<file path="config.mk">
export PLATFORM = sky130hd
export DESIGN_NAME = bap_ram
export DESIGN_NICKNAME = d
export VERILOG_FILES = /design/src/sv/bap_ram.sv
export SDC_FILE = /design/constraint.sdc
export NUM_CORES = 1
export LEC_CHECK = 0
export BUFFER_PORTS_ARGS = -buffer_cell sky130_fd_sc_hd__buf_4
export CAP_MARGIN = 20
export CORE_ASPECT_RATIO = 1.25
export CORE_MARGIN = 4
export CORE_UTILIZATION = 30
export DETAILED_ROUTE_END_ITERATION = 16
export HOLD_SLACK_MARGIN = 0.05
export MAX_ROUTING_LAYER = met4
export PLACE_DENSITY = 0.45
export SLEW_MARGIN = 0
export SYNTH_ARGS = -nofsm -noshare
export SYNTH_HDL_FRONTEND = slang
export SYNTH_SLANG_ARGS = --single-unit
</file>
<file path="constraint.sdc">
create_clock -name clk -period 3.55 [get_ports clk]
set_clock_uncertainty 0.15 [all_clocks]
set_input_delay 0.8875 -clock clk [delete_from_list [all_inputs] [get_ports clk]]
set_output_delay 0.8875 -clock clk [all_outputs]
set_load 0.02 [all_outputs]
</file>
<file path="src/sv/bap_ram.sv">
// Generic single-write, single-read synchronous RAM with registered read data.
module bap_ram #(
    parameter int WIDTH  = 8,
    parameter int DEPTH  = 16,
    parameter int ADDR_W = $clog2(DEPTH)
) (
    input  logic              clk,
    input  logic              we,
    input  logic [ADDR_W-1:0] waddr,
    input  logic [WIDTH-1:0]  wdata,
    input  logic [ADDR_W-1:0] raddr,
    output logic [WIDTH-1:0]  rdata
);

    logic [WIDTH-1:0] mem [DEPTH];

    always_ff @(posedge clk)
    begin
        if (we)
        begin
            mem[waddr] <= wdata;
        end
        rdata <= mem[raddr];
    end

endmodule

</file>
==> impl_metrics.json <==
{
  "n_fill_cell": 1573,
  "ir_drop_v": 0.0002433,
  "post_dp_hpwl_mm": 7.311,
  "vias": 2436,
  "hold_end": "rdata[2]",
  "core_region_area_um2": 16840,
  "top_fanout_value_on_the_critical_path": 32,
  "detailedPlace.worstSlack_ps": 751.0,
  "avgRoutedWirePerCell_um": 22.59,
  "critical_path.cell_chain": "buf_4, mux4_1, a22oi_1, nand2_1",
  "crit_path_end_kind": "flop",
  "cts-root-buf": "sky130_fd_sc_hd__clkbuf_16",
  "yosysTopAreaCell": "sky130_fd_sc_hd__edfxtp_1",
  "postLayoutCoreUtil": 0.3696,
  "gr-total-overflow": 0,
  "finalCritPeriodShare": 0.6632,
  "pin_count_of_the_biggest_net_entering_global_routing": 33,
  "drcViolationCount": 0,
  "maxCapViolCount": 0,
  "insertion_delay_ps": 420,
  "finalSetupViolations": 0,
  "worstReg2RegEnd": "rdata[5]",
  "floorplan.die.height_um": 154.5,
  "p_leak_uw": 0.002090,
  "fmaxAchievable_mhz": 424.7,
  "num_antenna_cells": 0,
  "ys_ff_latch": 136,
  "crit_path_start_kind": "input port",
  "cp.arrival_ps": 2500,
  "critical_path.max_stage_delay_ps": 640,
  "rsz0062_at_grt": "false",
  "criticalPathCategory": "in2reg",
  "net_count_after_synthesis": 247,
  "worstSetupPathDepth": 4,
  "dr.pass1.iters": 4,
  "fp_rows": 53,
  "postRouteWirelength_mm": 11.59,
  "powerDensity_nw_per_um2": 595.2,
  "timing_max_transition_violations_final": 0,
  "global_route.usage.total": 0.1316,
  "clk_transition_reported_paths_ps": 50,
  "cp_slowest_cell": "sky130_fd_sc_hd__mux4_1",
  "synth_cells": 229,
  "timing.final.hold_violations": 0,
  "starting_utilization_of_the_core_area": 0.3056,
  "yosys_warnings": 0,
  "io-pin-count": 26,
  "drt_iter0_drc": 170,
  "actual_transition_at_the_worst_max_transition_pin_ps": 938.2,
  "period_needed_ps": 2354,
  "post_drt_via_cell_ratio": 4.749,
  "r2r_start": "mem[3][5]",
  "die-area_um2": 19330,
  "postCtsHoldBufs": 0,
  "r2r_slack_ps": 1950,
  "multi_input_comb_area_um2": 1057,
  "critPathRequiredTime_ps": 3690,
  "clock_path_buffers": 2,
  "postCtsSetupBuffers": 0,
  "layout_setup_ws_ps": 1196,
  "port-buffer-count": 25,
  "number_of_cells_on_the_worst_hold_path": 3,
  "cts.repair.resized": 0,
  "synth_seq_area_share": 0.7778,
  "global_route_wire_length_before_repair_mm": 17.59,
  "grt_antenna_before_repair": 0,
  "vias_in_the_first_global_route": 2576,
  "yosysUniqueCellTypes": 19,
  "timing.critical_path.max_delay_family": "multiplexers",
  "clock_tree.htree_level_count": 4,
  "cp.buffers_inverters": 1,
  "worstHoldPathType": "reg2reg",
  "areaGrowthSynthToFinish_pct": 20.95,
  "clock_tree_from_tritoncts": "done",
  "fin_total_pwr_uw": 3706,
  "clock_sinks": 136,
  "final.setup.tns_ps": 0,
  "post_route_cells_drive_above_1_share": 0.3003,
  "outcome": "complete, no violations",
  "netlist_top_cells_area": "sky130_fd_sc_hd__edfxtp_1 (75%), sky130_fd_sc_hd__mux4_2 (7.9%), sky130_fd_sc_hd__mux4_1 (7.1%)",
  "gp_congestion": 0.7395,
  "worst-r2r-cell-count": 3,
  "ff_latch_area_um2": 4004,
  "die-width_um": 125.2,
  "final_antenna_net_count": 0,
  "yosys.area.top_type_share": 0.7467,
  "post-route-cell-area_um2": 6226,
  "timing.max_slew.rel_slack": 0.3732,
  "hp-start": "mem[14][2]",
  "cts_inserted_buffers": 17,
  "syn-mean-instance-area_um2": 22.48,
  "post_synth_instance_area_um2": 5147,
  "dpl-instance-area_um2": 5659,
  "final_net_count": 299
}
flip-flops by register name (all words and copies together), names as in the netlist:
name / flops
rdata: 8
mem: 128
worst reg2reg max path, delay by kind of cell, from the launching register on:
kind | cells | cell delay (ps)
and+or+nand+nor | 1 | 90
DFF | 1 | 370
AOI/OAI and AO/OA | 1 | 370
muxes | 1 | 490
layer usage:
| metal | track usage | up-vias | wire length, um |
|---|---|---|---|
| met2 | 0.1910 | 53 | 5395 |
| met1 | 0.1782 | 1295 | 5665 |
| met4 | 0.05114 | 0 | 191 |
| met3 | 0.03454 | 14 | 335 |
| met5 | - | - | 0 |
| li1 | - | 1074 | - |
Yosys cell counts:
library cell / instances
sky130_fd_sc_hd__buf_6: 3
sky130_fd_sc_hd__or3b_2: 1
sky130_fd_sc_hd__and2b_1: 1
sky130_fd_sc_hd__buf_2: 3
sky130_fd_sc_hd__nand2_1: 9
sky130_fd_sc_hd__buf_4: 1
sky130_fd_sc_hd__nand3b_1: 2
sky130_fd_sc_hd__mux4_1: 14
sky130_fd_sc_hd__nor2_1: 13
sky130_fd_sc_hd__dfxtp_1: 8
sky130_fd_sc_hd__nand2b_1: 2
sky130_fd_sc_hd__clkdlybuf4s25_2: 3
sky130_fd_sc_hd__nor3_1: 4
sky130_fd_sc_hd__nor2b_1: 1
sky130_fd_sc_hd__edfxtp_1: 128
sky130_fd_sc_hd__a22oi_1: 16
sky130_fd_sc_hd__nand3_1: 1
sky130_fd_sc_hd__mux4_2: 18
sky130_fd_sc_hd__and2_1: 1
cells in the final DEF (no fill, tap or decap), types with 3 or more instances in the layout:
cell type / Yosys / layout
sky130_fd_sc_hd__edfxtp_1: 128 / 128
sky130_fd_sc_hd__buf_4: 1 / 43
sky130_fd_sc_hd__mux4_2: 18 / 18
sky130_fd_sc_hd__clkbuf_16: 0 / 17
sky130_fd_sc_hd__a22oi_1: 16 / 16
sky130_fd_sc_hd__mux4_1: 14 / 14
sky130_fd_sc_hd__nor2_1: 13 / 13
sky130_fd_sc_hd__nand2_1: 9 / 9
sky130_fd_sc_hd__dfxtp_1: 8 / 8
sky130_fd_sc_hd__clkinv_2: 0 / 5
sky130_fd_sc_hd__nor3_1: 4 / 4
sky130_fd_sc_hd__bufinv_16: 0 / 3
sky130_fd_sc_hd__clkinv_1: 0 / 3
kinds of logic (layout without fill, tap and decap cells):
group	count (synthesis)	after routing	share of synthesized area
DFF	136	136	0.7778
and+or+nand+nor	35	35	0.03184
muxes	32	32	0.1502
AOI/OAI and AO/OA	16	16	0.02334
buffers and inverters	10	74	0.01677
per-stage QoR:
| stage | std cells | hold WS [ps] |
|---|---|---|
| 6_report | 513 | 511.2 |
| 5_1_grt | 513 | 555.6 |
| 4_1_cts | 513 | 515.0 |
| 3_5_place_dp | 482 | 506.4 |
| 3_3_place_gp | 482 | 501.8 |
| 2_1_floorplan | 229 | 479.3 |
report_power, final:
group	internal (uW)	switching (uW)	leakage, uW
sequential	1800	13.0	0.00122
clock	1080	626	0.000279
combinational	78.9	108	0.000588
total	2960	747	0.00209
how the worst max path moves through the flow:
stage,from,end
global placement,raddr[0],rdata[5]
CTS,raddr[0],rdata[3]
finish,raddr[0],rdata[5]
detailed placement,raddr[0],rdata[3]
global route,raddr[0],rdata[5]
floorplan,waddr[2],mem[0][0]
cell type report:
type / instances / area share
sequential: 136 / 0.6431
tap: 220 / 0.04421
clock buffer: 19 / 0.06953
multi-input combinational: 83 / 0.1698
timing repair buffer: 43 / 0.05185
clock inverter: 12 / 0.02150
Note: power is estimated with default switching activity, not from simulation.
